<file path="config.mk">
export PLATFORM = sky130hd
export DESIGN_NAME = radio_sync_duty_scheduler_core
export DESIGN_NICKNAME = d
export VERILOG_FILES = /design/src/design/rsds_pkg.sv /design/src/design/rsds_cfg.sv /design/src/design/rsds_step.sv /design/src/design/radio_sync_duty_scheduler_core.sv
export SDC_FILE = /design/constraint.sdc
export NUM_CORES = 1
export LEC_CHECK = 0
export BUFFER_PORTS_ARGS = -buffer_cell sky130_fd_sc_hd__buf_2
export CAP_MARGIN = 40
export CORE_ASPECT_RATIO = 1.75
export CORE_UTILIZATION = 35
export CTS_CLUSTER_SIZE = 16
export DETAILED_ROUTE_END_ITERATION = 6
export HOLD_SLACK_MARGIN = 0.06
export PLACE_DENSITY_LB_ADDON = 0.05
export SYNTH_ARGS = -nofsm -noshare
export SYNTH_HDL_FRONTEND = slang
export SYNTH_SLANG_ARGS = --single-unit
</file>
<file path="constraint.sdc">
create_clock -name clk -period 4.25 [get_ports clk]
set_input_delay 0.2125 -clock clk [delete_from_list [all_inputs] [get_ports clk]]
set_output_delay 0.2125 -clock clk [all_outputs]
set_load 0.05 [all_outputs]
</file>
<file path="src/design/rsds_pkg.sv">
// ----------------------------------------------------------------------------
// rsds_pkg
// Shared types, codes and reset values for the radio sync duty scheduler.
// ----------------------------------------------------------------------------
`default_nettype none

package rsds_pkg;

  // event codes
  localparam logic [1:0] OP_TICK  = 2'd0;
  localparam logic [1:0] OP_START = 2'd1;
  localparam logic [1:0] OP_TIME  = 2'd2;

  // config register indexes
  localparam logic [1:0] CFG_LISTEN = 2'd0;
  localparam logic [1:0] CFG_RETRY  = 2'd1;
  localparam logic [1:0] CFG_PERIOD = 2'd2;
  localparam logic [1:0] CFG_HOUR   = 2'd3;

  localparam int CfgIdxW  = 2;
  localparam int CfgDataW = 11;

  localparam logic [7:0]  LISTEN_RST = 8'd5;
  localparam logic [7:0]  RETRY_RST  = 8'd10;
  localparam logic [10:0] PERIOD_RST = 11'd0;
  localparam logic [4:0]  HOUR_RST   = 5'd2;

  // phase codes as reported on phase_now
  localparam logic [2:0] PCODE_INIT       = 3'd0;
  localparam logic [2:0] PCODE_FIRST_SYNC = 3'd1;
  localparam logic [2:0] PCODE_FIRST_SLP  = 3'd2;
  localparam logic [2:0] PCODE_NEXT_SYNC  = 3'd3;
  localparam logic [2:0] PCODE_NEXT_SLP   = 3'd4;

  typedef enum logic [4:0] {
    PH_INIT       = 5'b00001,
    PH_FIRST_SYNC = 5'b00010,
    PH_FIRST_SLP  = 5'b00100,
    PH_NEXT_SYNC  = 5'b01000,
    PH_NEXT_SLP   = 5'b10000
  } phase_t;

  typedef struct packed {
    logic [7:0]  listen;
    logic [7:0]  retry;
    logic [10:0] period;
    logic [4:0]  hour;
  } cfg_t;

  typedef struct packed {
    phase_t      phase;
    logic [13:0] stop_cnt;
    logic        stop_armed;
    logic [16:0] restart_cnt;
    logic        restart_armed;
    logic        hour_armed;
    logic        rx_en;
  } sched_state_t;

  typedef struct packed {
    logic [1:0]  op;
    logic [4:0]  hour_now;
    logic [5:0]  minute_now;
    logic [5:0]  second_now;
    logic [31:0] decoded_time;
  } item_t;

  typedef struct packed {
    logic        radio_on;
    logic        time_valid;
    logic [31:0] set_time;
    logic [2:0]  phase_now;
  } result_t;

  function automatic logic [2:0] phase_code(phase_t ph);
    logic [2:0] c;
    unique case (ph)
      PH_INIT:       c = PCODE_INIT;
      PH_FIRST_SYNC: c = PCODE_FIRST_SYNC;
      PH_FIRST_SLP:  c = PCODE_FIRST_SLP;
      PH_NEXT_SYNC:  c = PCODE_NEXT_SYNC;
      PH_NEXT_SLP:   c = PCODE_NEXT_SLP;
      default:       c = PCODE_INIT;
    endcase
    return c;
  endfunction

endpackage

`default_nettype wire

</file>
<file path="src/design/rsds_cfg.sv">
// ----------------------------------------------------------------------------
// rsds_cfg
// Configuration register file: four write-only registers with reset values.
// ----------------------------------------------------------------------------
`default_nettype none

module rsds_cfg (
  input  wire logic                          clk,
  input  wire logic                          rst,
  input  wire logic                          we,
  input  wire logic [rsds_pkg::CfgIdxW-1:0]  idx,
  input  wire logic [rsds_pkg::CfgDataW-1:0] data,
  output rsds_pkg::cfg_t                     cfg
);

  always_ff @(posedge clk) begin
    if (rst) begin
      cfg.listen <= rsds_pkg::LISTEN_RST;
      cfg.retry  <= rsds_pkg::RETRY_RST;
      cfg.period <= rsds_pkg::PERIOD_RST;
      cfg.hour   <= rsds_pkg::HOUR_RST;
    end else if (we) begin
      unique case (idx)
        rsds_pkg::CFG_LISTEN: cfg.listen <= data[7:0];
        rsds_pkg::CFG_RETRY:  cfg.retry  <= data[7:0];
        rsds_pkg::CFG_PERIOD: cfg.period <= data;
        rsds_pkg::CFG_HOUR:   cfg.hour   <= data[4:0];
        default: ;
      endcase
    end
  end

endmodule

`default_nettype wire

</file>
<file path="src/design/rsds_step.sv">
// ----------------------------------------------------------------------------
// rsds_step
// Next-state and result logic for one event: countdowns, alarm, phase moves.
// ----------------------------------------------------------------------------
`default_nettype none

module rsds_step (
  input  wire rsds_pkg::cfg_t         cfg,
  input  wire rsds_pkg::sched_state_t st,
  input  wire rsds_pkg::item_t        item,
  output rsds_pkg::sched_state_t      st_next,
  output rsds_pkg::result_t           res
);

  // minutes*60 done as (m<<6)-(m<<2)
  logic [13:0] listen_w;
  logic [16:0] retry_w;
  logic [16:0] period_w;
  logic [13:0] stop_load;
  logic [16:0] retry_load;
  logic [16:0] period_load;

  assign listen_w    = 14'(cfg.listen);
  assign retry_w     = 17'(cfg.retry);
  assign period_w    = 17'(cfg.period);
  assign stop_load   = (listen_w << 6) - (listen_w << 2) + 14'd2;
  assign retry_load  = (retry_w << 6) - (retry_w << 2) - 17'd10;
  assign period_load = (period_w << 6) - (period_w << 2) - 17'd10;

  function automatic rsds_pkg::sched_state_t do_start(rsds_pkg::sched_state_t s);
    rsds_pkg::sched_state_t r;
    r = s;
    r.rx_en = 1'b1;
    if (s.phase == rsds_pkg::PH_INIT || s.phase == rsds_pkg::PH_FIRST_SLP) begin
      r.phase = rsds_pkg::PH_FIRST_SYNC;
      if (cfg.listen != 8'd0) begin
        r.stop_cnt   = stop_load;
        r.stop_armed = 1'b1;
      end
    end else if (s.phase == rsds_pkg::PH_NEXT_SLP) begin
      r.phase = rsds_pkg::PH_NEXT_SYNC;
    end
    return r;
  endfunction

  // stop action; resched set when a new restart schedule is made
  function automatic rsds_pkg::sched_state_t do_stop(rsds_pkg::sched_state_t s,
                                                     output logic resched);
    rsds_pkg::sched_state_t r;
    r = s;
    resched = 1'b0;
    r.rx_en      = 1'b0;
    r.stop_armed = 1'b0;
    if (s.phase == rsds_pkg::PH_FIRST_SYNC) begin
      r.phase = rsds_pkg::PH_FIRST_SLP;
      if (cfg.retry != 8'd0) begin
        r.restart_cnt   = retry_load;
        r.restart_armed = 1'b1;
        r.hour_armed    = 1'b0;
        resched         = 1'b1;
      end
    end else if (s.phase == rsds_pkg::PH_NEXT_SYNC) begin
      r.phase = rsds_pkg::PH_NEXT_SLP;
      if (cfg.period != 11'd0) begin
        r.restart_cnt   = period_load;
        r.restart_armed = 1'b1;
        r.hour_armed    = 1'b0;
        resched         = 1'b1;
      end else if (cfg.hour != 5'd0) begin
        r.hour_armed    = 1'b1;
        r.restart_armed = 1'b0;
        resched         = 1'b1;
      end
    end
    return r;
  endfunction

  always_comb begin
    rsds_pkg::sched_state_t s;
    logic stop_due;
    logic restart_due;
    logic resched;
    logic valid;
    s           = st;
    stop_due    = 1'b0;
    restart_due = 1'b0;
    resched     = 1'b0;
    valid       = 1'b0;
    case (item.op)
      rsds_pkg::OP_TICK: begin
        if (s.stop_armed) begin
          s.stop_cnt = s.stop_cnt - 14'd1;
          stop_due   = (s.stop_cnt == 14'd0);
        end
        if (s.restart_armed) begin
          s.restart_cnt = s.restart_cnt - 17'd1;
          restart_due   = (s.restart_cnt == 17'd0);
        end else if (s.hour_armed) begin
          restart_due = (item.hour_now == cfg.hour) && (item.minute_now == 6'd0)
                        && (item.second_now == 6'd50);
        end
        if (stop_due) begin
          s = do_stop(s, resched);
        end
        // a schedule just replaced by the stop does not fire this tick
        if (restart_due && !resched) begin
          s.restart_armed = 1'b0;
          s.hour_armed    = 1'b0;
          s = do_start(s);
        end
      end
      rsds_pkg::OP_START: begin
        if (s.phase == rsds_pkg::PH_INIT) begin
          s = do_start(s);
        end
      end
      rsds_pkg::OP_TIME: begin
        valid   = 1'b1;
        s.phase = rsds_pkg::PH_NEXT_SYNC;
        s = do_stop(s, resched);
      end
      default: ;
    endcase
    st_next        = s;
    res.radio_on   = s.rx_en;
    res.time_valid = valid;
    res.set_time   = valid ? item.decoded_time : 32'd0;
    res.phase_now  = rsds_pkg::phase_code(s.phase);
  end

endmodule

`default_nettype wire

</file>
<file path="src/design/radio_sync_duty_scheduler_core.sv">
// ----------------------------------------------------------------------------
// radio_sync_duty_scheduler_core
// Duty-cycles a time-signal receiver across first-sync and resync phases.
// ----------------------------------------------------------------------------
// Usage:
//   Input channel (in_valid/in_stall) carries one event word: op, hour_now,
//   minute_now, second_now, decoded_time. Output channel (out_valid/out_stall)
//   returns exactly one result word per event: radio_on, time_valid,
//   set_time, phase_now.
//   An accepted word enters the input register; then the event logic writes
//   the schedule state and the result register in the same cycle, raising
//   out_valid. Throughput is one word per cycle while out_stall is low.
//   When the receiver stalls, the result register holds; the input register
//   still takes one more word, after which in_stall rises until the result
//   is taken. in_stall is never high while the input register is empty.
//   Config writes (cfg_we/cfg_index/cfg_data) take effect the next cycle and
//   are expected only while no event is in flight.
//   Reset (rst, synchronous) returns to init phase with receiver off, all
//   countdowns and the hour alarm disarmed and config at defaults.
// ----------------------------------------------------------------------------
`default_nettype none

module radio_sync_duty_scheduler_core (
  input  wire logic                          clk,
  input  wire logic                          rst,
  input  wire logic                          cfg_we,
  input  wire logic [rsds_pkg::CfgIdxW-1:0]  cfg_index,
  input  wire logic [rsds_pkg::CfgDataW-1:0] cfg_data,
  input  wire logic                          in_valid,
  output logic                               in_stall,
  input  wire logic [1:0]                    op,
  input  wire logic [4:0]                    hour_now,
  input  wire logic [5:0]                    minute_now,
  input  wire logic [5:0]                    second_now,
  input  wire logic [31:0]                   decoded_time,
  output logic                               out_valid,
  input  wire logic                          out_stall,
  output logic                               radio_on,
  output logic                               time_valid,
  output logic [31:0]                        set_time,
  output logic [2:0]                         phase_now
);

  rsds_pkg::cfg_t         cfg;
  rsds_pkg::sched_state_t state;
  rsds_pkg::sched_state_t state_next;
  rsds_pkg::item_t        s1_item;
  rsds_pkg::result_t      res_next;
  logic                   s1_valid;
  logic                   advance;
  logic                   in_take;

  rsds_cfg u_cfg (
    .clk  (clk),
    .rst  (rst),
    .we   (cfg_we),
    .idx  (cfg_index),
    .data (cfg_data),
    .cfg  (cfg)
  );

  rsds_step u_step (
    .cfg     (cfg),
    .st      (state),
    .item    (s1_item),
    .st_next (state_next),
    .res     (res_next)
  );

  assign advance  = s1_valid && (!out_valid || !out_stall);
  assign in_stall = s1_valid && !advance;
  assign in_take  = in_valid && !in_stall;

  // input register
  always_ff @(posedge clk) begin
    if (rst) begin
      s1_valid <= 1'b0;
    end else if (in_take) begin
      s1_valid <= 1'b1;
    end else if (advance) begin
      s1_valid <= 1'b0;
    end
  end

  always_ff @(posedge clk) begin
    if (in_take) begin
      s1_item.op           <= op;
      s1_item.hour_now     <= hour_now;
      s1_item.minute_now   <= minute_now;
      s1_item.second_now   <= second_now;
      s1_item.decoded_time <= decoded_time;
    end
  end

  // schedule state
  always_ff @(posedge clk) begin
    if (rst) begin
      state.phase         <= rsds_pkg::PH_INIT;
      state.stop_cnt      <= 14'd0;
      state.stop_armed    <= 1'b0;
      state.restart_cnt   <= 17'd0;
      state.restart_armed <= 1'b0;
      state.hour_armed    <= 1'b0;
      state.rx_en         <= 1'b0;
    end else if (advance) begin
      state <= state_next;
    end
  end

  // result register
  always_ff @(posedge clk) begin
    if (rst) begin
      out_valid <= 1'b0;
    end else if (advance) begin
      out_valid <= 1'b1;
    end else if (!out_stall) begin
      out_valid <= 1'b0;
    end
  end

  always_ff @(posedge clk) begin
    if (advance) begin
      radio_on   <= res_next.radio_on;
      time_valid <= res_next.time_valid;
      set_time   <= res_next.set_time;
      phase_now  <= res_next.phase_now;
    end
  end

  a_stall_needs_item: assert property (@(posedge clk) disable iff (rst)
    in_stall |-> s1_valid)
    else $error("in_stall raised with empty input register");

  a_out_matches_state: assert property (@(posedge clk) disable iff (rst)
    out_valid && !s1_valid |-> radio_on == state.rx_en)
    else $error("radio_on disagrees with receiver state");

  a_stop_cnt_live: assert property (@(posedge clk) disable iff (rst)
    state.stop_armed |-> state.stop_cnt != 14'd0)
    else $error("stop countdown armed at zero");

  a_restart_excl: assert property (@(posedge clk) disable iff (rst)
    !(state.restart_armed && state.hour_armed))
    else $error("restart countdown and hour alarm both armed");

  a_time_to_sleep: assert property (@(posedge clk) disable iff (rst)
    out_valid && time_valid |-> phase_now == rsds_pkg::PCODE_NEXT_SLP)
    else $error("decoded time did not end in next-sleep phase");

endmodule

`default_nettype wire
</file>
Yosys cells after proc, flatten, opt, wreduce, memory -nomap -nowiden --
Index checks and enable logic that the tools add are counted. W data, S select, Z words.
Cells by class: add/sub/neg operators 8, equality and inequality tests 27, mux-type cells 42, bitwise operators 2, reductions and logical operators 35
Operator list (count):
- $mux W40 | 4
- $pmux W40 S3 | 1
- $mux W15 | 4
- $mux W19 | 3
- $mux W17 | 3
- $sub A17 B4 Y17 const B | 2
- $mux W5 | 6
- $logic_not A17 Y1 | 1
- $mux W1 | 17
- $sub A17 B1 Y17 const B | 1
- $sub A17 B13 Y17 | 1
- $reduce_bool A8 Y1 | 2
- $eq A5 B3 Y1 const B | 3
- $eq A5 B5 Y1 const B | 3
- $sub A14 B10 Y15 | 1
- $add A14 B2 Y14 const B | 1
- $logic_not A14 Y1 | 1
- $mux W14 | 1
- $sub A14 B1 Y14 const B | 1
- $sub A14 B10 Y14 | 1
- $pmux W3 S4 | 1
- $reduce_and A6 Y1 | 2
- $reduce_bool A11 Y1 | 1
- $eq A5 B1 Y1 const B | 2
- other kinds (23) | 51
Word-level totals: bits in registers 162, output and inout port bits 39, logic and storage cells 136

Longest topological paths before layout --
Gate-level depths: netlist of run 1.
word-level depth 14, depth in mapped cells 15, gate-level depth less buffers 13

Hierarchy --
A second synthesis of run 1 with hierarchy kept.
Unflattened totals: cell total of the unflattened synthesis 1100, area total of the unflattened synthesis 10458.8 µm²
By module, submodules not included:
- rsds_step | instances 1, cells each 703, area an instance 4598.2 µm², sequential area each 0.0 µm²
- radio_sync_duty_scheduler_core | instances 1, cells each 272, area an instance 4546.9 µm², sequential area each 3483.3 µm²
- rsds_cfg | instances 1, cells each 125, area an instance 1313.8 µm², sequential area each 640.6 µm²

Worst setup path after synthesis of run 1 --
No wires, ideal clock.
kind register to register, start point register out_valid, end point register s1_item[0] (netlist bit) (enable), library setup time 0.465 ns, arrival time 3.242 ns, data required time 3.785 ns, path slack 0.543 ns, stages on the path, launching flop included 3, buffers on the path 0, cell sequence dfxtp_1 -> and3_1 -> nor2b_1
On the way: cells in the longest elaborated chain, start to end 7
RTL lines:
- start, declared | RTL line radio_sync_duty_scheduler_core.sv:36 | output logic out_valid,
- start signal, assigned | RTL line radio_sync_duty_scheduler_core.sv:113 | out_valid <= 1'b0;
- start signal, assigned | RTL line radio_sync_duty_scheduler_core.sv:115 | out_valid <= 1'b1;
- start signal, assigned | RTL line radio_sync_duty_scheduler_core.sv:117 | out_valid <= 1'b0;
- $logic_not A1 Y1 | RTL line radio_sync_duty_scheduler_core.sv:70 | assign advance = s1_valid && (!out_valid || !out_stall);
- $logic_or A1 B1 Y1 | RTL line radio_sync_duty_scheduler_core.sv:70
- $logic_and A1 B1 Y1 | RTL line radio_sync_duty_scheduler_core.sv:70
- $logic_not A1 Y1 | RTL line radio_sync_duty_scheduler_core.sv:71 | assign in_stall = s1_valid && !advance;
- $logic_and A1 B1 Y1 | RTL line radio_sync_duty_scheduler_core.sv:71
- via in_stall | RTL line radio_sync_duty_scheduler_core.sv:30 | output logic in_stall,
- $logic_not A1 Y1 | RTL line radio_sync_duty_scheduler_core.sv:72 | assign in_take = in_valid && !in_stall;
- $logic_and A1 B1 Y1 | RTL line radio_sync_duty_scheduler_core.sv:72
- via in_take | RTL line radio_sync_duty_scheduler_core.sv:51 | logic in_take;
- end, declared | RTL line radio_sync_duty_scheduler_core.sv:47 | rsds_pkg::item_t s1_item;
The timed path passes the listed nets, and every way through them passes these cells. A chain may end at the register's enable or synchronous reset.

Worst setup path in the final report of run 1 --
start point register, netlist name u_cfg.cfg[16], end point register state[16] (netlist bit)
On the way: cells in the longest elaborated chain, start to end 8, elaborated cells on any way between the ends 9, those cells by class 2 x add/sub; 6 x mux; 1 x reduce/logical
RTL lines:
- $sub A14 B10 Y15 | RTL line rsds_step.sv:27 | assign retry_load = (retry_w << 6) - (retry_w << 2) - 17'd10;
- $sub A17 B4 Y17 | RTL line rsds_step.sv:27
- $mux W19 * | RTL line rsds_step.sv:56 | if (cfg.retry != 8'd0) begin
- $mux W19 * | RTL line rsds_step.sv:54 | if (s.phase == rsds_pkg::PH_FIRST_SYNC) begin
- $mux W40 * | RTL line rsds_step.sv:102 | if (stop_due) begin
- $mux W40 * | RTL line rsds_step.sv:89 | case (item.op)
- $mux W40 * | RTL line rsds_step.sv:106 | if (restart_due && !resched) begin
- $pmux W40 S3 * | RTL line rsds_step.sv:89
- end signal, assigned | RTL line radio_sync_duty_scheduler_core.sv:106 | state <= state_next;
- end, declared | RTL line radio_sync_duty_scheduler_core.sv:45 | rsds_pkg::sched_state_t state;
Mark *: on every way between the ends. The rest lies on a longest branch, timed or not. The select of a mux whose other input is x is not followed.

==> impl_metrics.env, run 1 <==
export IMPL_max_slew_margin_rel_pct=51.2
export IMPL_grt_pass1_vias=8256
export IMPL_final_common_cell="nor2_1"
export IMPL_grt_pass1_wl_mm=44.7
export IMPL_dr_max_layer_used="met4"
export IMPL_ir_worst_vdd_mv=0.294
export IMPL_switchingPower_mw=1.20
export IMPL_post_drt_wl_per_cell_um=18.8
export IMPL_ys_seq_area_share_pct=43.3
export IMPL_pwr_share_seq_pct=43.8
export IMPL_dp_hpwl_mm=21.4
export IMPL_fillerInstances=2658
export IMPL_nets=1289
export IMPL_synth_edf_count=88
export IMPL_crit_type="reg2reg"
export IMPL_grt_max_degree=44
export IMPL_combPwrFrac_pct=17.6
export IMPL_powerDensity_mw_per_mm2=355
export IMPL_min_delay_path_class="in2reg"
export IMPL_p_int_mw=2.91
export IMPL_maxSlewViolCount=0
export IMPL_finish_utilization_pct=43.3
export IMPL_yosys_warnings=0
export IMPL_gr_total_overflow=0
export IMPL_antenna_found_initial=0
export IMPL_core_area_mm2=0.0267
export IMPL_vias=8263
export IMPL_port_buffers=107
export IMPL_synth_flop_cell="edfxtp_1"
export IMPL_switching_share_pct=29.2
export IMPL_initial_core_util_pct=35.7
export IMPL_gp_congestion=0.905
export IMPL_tightestPinTransition_ns=0.725
export IMPL_grt_use_total_pct=21.2
export IMPL_setup_tns_ns=0
export IMPL_drive_gt1_share_pct=16.1
export IMPL_arrival_ns=4.10
export IMPL_cts_buffers=17
export IMPL_dieHeight_um=220
export IMPL_htree_levels=4
export IMPL_clockRootBuffer="clkbuf_16"
export IMPL_power_mw=4.10
export IMPL_status="finished clean"
export IMPL_synth_seq_cells=162
export IMPL_cp_max_fo=14
export IMPL_placementRows=79
export IMPL_p_leak_nw=4.44
export IMPL_postRouteAntennaNets=0
export IMPL_syn_cell_area_mm2=0.00952
export IMPL_synthArstFlopShare_pct=0
export IMPL_clk_latency_ns=0.45
export IMPL_period_share_pct=88.5
export IMPL_syn2layout_area_growth_pct=21.3
export IMPL_synthCells=1038
export IMPL_finalClockSkew_ns=0.00942
export IMPL_synth_cell_types=79
export IMPL_m1WireLength_mm=10.7
export IMPL_cp_start_kind="flip-flop"
export IMPL_crit_required_ns=4.58
export IMPL_drt_iter0_markers=290
export IMPL_wl_met2_mm=15.9
export IMPL_drc=0
export IMPL_clockPowerShare_pct=38.6
export IMPL_max_cap_violations=0
export IMPL_first_pass_iters=4
export IMPL_layout_min_cycle_time_ns=3.76
export IMPL_cts_resized=0
export IMPL_fmax_mhz=266
export IMPL_final_hold_violation_count=0
export IMPL_io_pins=108
export IMPL_worst_slack_ns=0.488
export IMPL_ctsHoldBuffers=60
export IMPL_antenna_cells=0
export IMPL_tritoncts="built"
export IMPL_cts_sinks=162
export IMPL_vias_per_cell=5.43
export IMPL_routed_wl_mm=28.5
export IMPL_rsz0062_at_grt="no"
export IMPL_clockBufferDepth=2
export IMPL_pre_cts_ws_ns=0.519
export IMPL_endpoint_kind="flip-flop"
export IMPL_die_area_mm2=0.0279
export IMPL_die_x_um=127
export IMPL_setup_violations=0
export IMPL_synth_nets=1142
export IMPL_synth_area_per_cell_um2=9.18
export IMPL_dr_wl_met3_um=768
export IMPL_final_cell_mix="nor2_1 (109), buf_2 (107), nand2_1 (91)"
export IMPL_path_clk_slew_ns=0.07
export IMPL_hold_ws_ns=0.0800
export IMPL_post_cts_buffers=0
per-stage QoR:
| step | instance area [um^2] | instances |
|---|---|---|
| after floorplan | 9520 | 1038 |
| after global placement | 10300 | 1429 |
| after detailed placement | 10400 | 1430 |
| after CTS | 11600 | 1522 |
| after global routing | 11600 | 1522 |
| final | 11600 | 1522 |
per-layer routing:
layer | global-route usage, % | vias to the layer above
met1 | 21.2 | 3945
met2 | 41.6 | 184
met5 | 0 | -
met3 | 3.26 | 61
li1 | - | 4073
met4 | 11.4 | 0
synth_stat cells (all sizes together) (10+ instances only):
library cell  instances  area share (%)
clkbuf               44             1.7
edfxtp               88              28
and2                 33             2.2
a31oi                20             1.3
o21ai                41             2.2
buf                  15             1.3
mux2i                17             1.8
nor4                 17             1.1
inv                  52             2.0
dfxtp                74              16
a211oi               17             1.4
a311oi               13             1.3
nand2                91             3.6
nor2                109             4.3
nand3                19             1.0
and3                 11            0.72
a21oi                64             3.4
xnor2                55             5.1
xor2                 17             1.6
ha                   35             4.6
o22ai                11            0.72
nor2b                10            0.66
nor3                 39             2.2
area by class of cell:
class / instances / area [um^2] / area share (%)
clock buffer: 18 / 429 / 3.71
clock inverter: 14 / 169 / 1.46
inverter: 54 / 203 / 1.75
multi-input combinational: 763 / 4920 / 42.6
sequential: 162 / 4120 / 35.7
tap: 324 / 405 / 3.51
timing repair buffer: 187 / 1310 / 11.3
state kept, by name, summed over array words and instances (netlist names):
signal,flops
radio_on,1
s1_valid,1
s1_item,51
u_cfg.cfg,32
phase_now,3
time_valid,1
set_time,32
out_valid,1
state,40
worst paths after layout:
check	slack [ns]	to	from	cells after the start
max	0.49	state[16]	u_cfg.cfg[16]	11
min	0.08	u_cfg.cfg[5]	cfg_data[0]	3
max reg2reg	0.49	state[16]	u_cfg.cfg[16]	11
min reg2reg	0.47	u_cfg.cfg[6]	u_cfg.cfg[6]	2
power groups by stage:
stage | clock, mW | sequential (mW) | combinational [mW]
floorplan | 0 | 1.86 | 0.438
global placement | 0 | 1.83 | 0.676
detailed placement | 0 | 1.83 | 0.680
CTS | 1.64 | 1.80 | 0.728
global route | 1.69 | 1.81 | 0.794
finish | 1.58 | 1.80 | 0.723
logic make-up after synthesis:
family | count (synthesis) | synth area share (%)
simple gates | 398 | 21.4
compound gates | 239 | 16.9
flops | 162 | 43.3
buf+inv | 113 | 5.18
xor+xnor | 72 | 6.62
fa+ha+maj | 35 | 4.60
mux | 19 | 2.02
worst max-delay path, cell delays in order, from the launching register on:
cell      delay [ns]
dfxtp_1         0.45
inv_1           0.11
ha_1            0.26
or3b_1          0.53
xnor2_1         0.21
o31a_1          0.30
or4_1           0.66
a211oi_2        0.31
o21ai_1         0.10
xnor2_1         0.22
a311oi_1        0.12
or3_1           0.38
Power figures use the tool's default switching activity.
==> inputs of run 2 (changes only) <==
--- a/config.mk
+++ b/config.mk
@@ -11,8 +11,10 @@
 export CORE_UTILIZATION = 35
 export CTS_CLUSTER_SIZE = 16
 export DETAILED_ROUTE_END_ITERATION = 6
+export GPL_TIMING_DRIVEN = 1
 export HOLD_SLACK_MARGIN = 0.06
 export PLACE_DENSITY_LB_ADDON = 0.05
 export SYNTH_ARGS = -nofsm -noshare
 export SYNTH_HDL_FRONTEND = slang
+export SYNTH_HIERARCHICAL = 1
 export SYNTH_SLANG_ARGS = --single-unit
==> constraint.sdc (replaced) <==
create_clock -name clk -period 3.5 [get_ports clk]
set_input_delay 0.175 -clock clk [delete_from_list [all_inputs] [get_ports clk]]
set_output_delay 0.175 -clock clk [all_outputs]
set_load 0.05 [all_outputs]
==> run 2 against run 1 <==
Clock power is 22% higher. Flip-flop and latch count stayed put. Count of clock-buffer cells in the layout is 1 lower. Via count is 6.6% higher. Die area is 9.7% higher. Total power is 24% higher. Utilization is 1.2 points higher. Routed wire length is 12% higher. Critical endpoint is now phase_now[0]. Highest routed layer unchanged.
==> impl_metrics.env, run 2 <==
export IMPL_tightestPinTransition_ns=0.727
export IMPL_routed_wl_mm=31.9
export IMPL_final_cell_mix="nand2b_1 (120), buf_2 (107), edfxtp_1 (88)"
export IMPL_top_regs="s1_item x51, state x40"
export IMPL_synthCells=1100
export IMPL_syn2layout_area_growth_pct=25.2
export IMPL_cts_sinks=162
export IMPL_p_leak_nw=5.14
export IMPL_pwr_share_seq_pct=42.2
export IMPL_drt_iter0_markers=384
export IMPL_layout_min_cycle_time_ns=3.40
export IMPL_largest_reg_flops=51
export IMPL_cp_start_kind="flip-flop"
export IMPL_final_common_cell="nand2b_1"
export IMPL_clk_latency_ns=0.46
export IMPL_pre_cts_ws_ns=0.0418
export IMPL_placementRows=83
export IMPL_endpoint_kind="flip-flop"
export IMPL_crit_required_ns=3.72
export IMPL_grt_pass1_wl_mm=48.3
export IMPL_synth_area_leader_cell="edfxtp_1"
export IMPL_path_clk_slew_ns=0.07
export IMPL_initial_core_util_pct=35.6
export IMPL_vias=8812
export IMPL_clockBufferDepth=2
export IMPL_gr_total_overflow=0
export IMPL_synth_nets=1204
export IMPL_setup_violations=0
export IMPL_synth_area_top_cells="edfxtp_1 (25%), dfxtp_1 (14%), mux2i_1 (7.8%), nand2b_1 (7.2%), ha_1 (4.2%)"
export IMPL_port_buffers=107
export IMPL_ir_worst_vdd_mv=0.340
export IMPL_critPathMaxStageDelay_ns=0.51
export IMPL_placedCellCount=1602
export IMPL_core_area_mm2=0.0294
export IMPL_synth_flop_cell="edfxtp_1"
export IMPL_gp_congestion=0.881
export IMPL_clockPowerShare_pct=37.5
export IMPL_final_hold_violation_count=0
export IMPL_fin_cells=1698
export IMPL_synth_seq_cells=162
export IMPL_worst_slack_ns=0.100
export IMPL_io_pins=108
export IMPL_powerDensity_mw_per_mm2=390
export IMPL_synthArstFlopShare_pct=0
export IMPL_synth_area_per_cell_um2=9.51
export IMPL_cp_top_family="simple AND/OR/NAND/NOR gates"
export IMPL_synth_cell_types=86
export IMPL_grt_pass1_vias=8810
export IMPL_die_x_um=133
export IMPL_grt_max_degree=64
export IMPL_ys_seq_area_share_pct=39.4
export IMPL_dieHeight_um=231
export IMPL_cp_max_fo=5
export IMPL_antenna_cells=0
export IMPL_first_pass_iters=6
export IMPL_synth_edf_count=88
export IMPL_htree_levels=4
export IMPL_yosys_top_cells_count="nand2b_1 (120), edfxtp_1 (88), mux2i_1 (82)"
export IMPL_status="finished clean"
export IMPL_drive_gt1_share_pct=20.3
export IMPL_arrival_ns=3.62
export IMPL_die_area_mm2=0.0306
export IMPL_max_cap_violations=0
export IMPL_switching_share_pct=31.6
export IMPL_drc=0
export IMPL_max_slew_margin_rel_pct=50.3
export IMPL_min_delay_path_class="in2reg"
export IMPL_postRouteAntennaNets=0
export IMPL_switchingPower_mw=1.61
export IMPL_period_share_pct=97.1
export IMPL_fmax_mhz=294
export IMPL_hold_ws_ns=0.146
export IMPL_synth_most_common_cell="nand2b_1"
export IMPL_clockRootBuffer="clkbuf_16"
export IMPL_post_drt_wl_per_cell_um=18.8
export IMPL_largest_register="s1_item"
export IMPL_maxSlewViolCount=0
export IMPL_cts_buffers=17
export IMPL_antenna_found_initial=0
export IMPL_dp_hpwl_mm=24.2
export IMPL_combPwrFrac_pct=20.2
export IMPL_vias_per_cell=5.19
export IMPL_grt_use_total_pct=20.9
export IMPL_tritoncts="built"
export IMPL_synth_top_area_share_pct=25.3
export IMPL_cpMaxStageDelayCell="or4b_4"
export IMPL_syn_cell_area_mm2=0.0105
export IMPL_finalClockSkew_ns=0.0340
export IMPL_path_buf_inv=3
export IMPL_path_cells="inv_2 > ha_2 > or3b_4 > or4b_4 > a21boi_4 > o2111ai_4 > a211oi_4 > o211ai_4 > buf_4 > buf_12 > o221ai_4 > xor2_1 > and3b_1"
export IMPL_p_int_mw=3.49
export IMPL_yosys_warnings=6
export IMPL_nets=1407
export IMPL_crit_type="reg2reg"
[run 2: cell count changes in the layout (fill, tap and decap cells not counted), sizes merged, moves of 13 or more]
cell,before,now
nand2,91,49
buf,127,188
nand2b,6,120
mux2i,17,82
nor2,109,77
a21oi,64,38
xnor2,55,42
[run 2: area by class of cell]
| cell class | instances | area [um^2] |
|---|---|---|
| clock buffers | 17 | 425 |
| clock inverters | 15 | 189 |
| fillers | 2910 | 16300 |
| inverters | 51 | 191 |
| multi-input cells | 823 | 5890 |
| flip-flops and latches | 162 | 4130 |
| well taps | 382 | 478 |
| repair buffers | 248 | 1790 |
[run 2: repair_timing]
action | 4_1_cts | 5_1_grt
buffers inserted | 0 | 3
setup endpoints to repair | 0 | 23
hold buffers | 60 | 0
gates resized for setup | 0 | 18
hold endpoints to repair | 62 | 0
[run 2: worst min-delay path, cell delays in order]
cell and delay (ns):
buf_2 0.13, nand3b_1 0.15, mux2i_1 0.08
[run 2: path summary, 6_finish.rpt]
kind,start,endpoint,slack (ns),cells past startpoint
worst max-delay path,state[22],phase_now[0],0.10,13
worst min-delay path,cfg_we,u_cfg/cfg[23],0.15,3
worst max register to register,state[22],phase_now[0],0.10,13
worst min register to register,u_cfg/cfg[29],u_cfg/cfg[29],0.50,2
[run 2: layer usage]
layer | part of all wire [%] | up-vias | GRT usage [%]
li1 | - | 4382 | -
met1 | 37 | 4201 | 19.9
met2 | 57 | 170 | 42.4
met3 | 2.0 | 59 | 2.88
met4 | 3.9 | 0 | 10.7
met5 | 0 | - | 0
[run 2: kinds of logic after synthesis]
| family | count (synthesis) | share of synthesized area [%] |
|---|---|---|
| buffers and inverters | 116 | 5.25 |
| and+or+nand+nor | 427 | 22.9 |
| DFF | 162 | 39.4 |
| AOI/OAI and AO/OA | 209 | 14.6 |
| muxes | 85 | 8.17 |
| adders and majority gates | 35 | 4.19 |
| xor gates and xnor gates | 66 | 5.53 |
[run 2: through the flow]
stage / setup TNS [ns] / instance area, um^2 / power (mW) / utilization, %
2_1_floorplan: 0 / 10500 / 2.85 / -
3_3_place_gp: 0 / 11800 / 3.16 / 40.0
3_5_place_dp: 0 / 11800 / 3.17 / 40.0
4_1_cts: 0 / 13000 / 5.17 / 44.2
5_1_grt: -0.0130 / 13100 / 5.34 / 44.5
6_report: 0 / 13100 / 5.10 / 44.5
[run 2: power groups by stage]
| stage | clock network, mW | registers (mW) | logic, mW |
|---|---|---|---|
| finish | 1.92 | 2.15 | 1.03 |
| global route | 2.06 | 2.16 | 1.11 |
| CTS | 1.99 | 2.15 | 1.03 |
| detailed placement | 0 | 2.20 | 0.970 |
| global placement | 0 | 2.20 | 0.967 |
| floorplan | 0 | 2.26 | 0.594 |
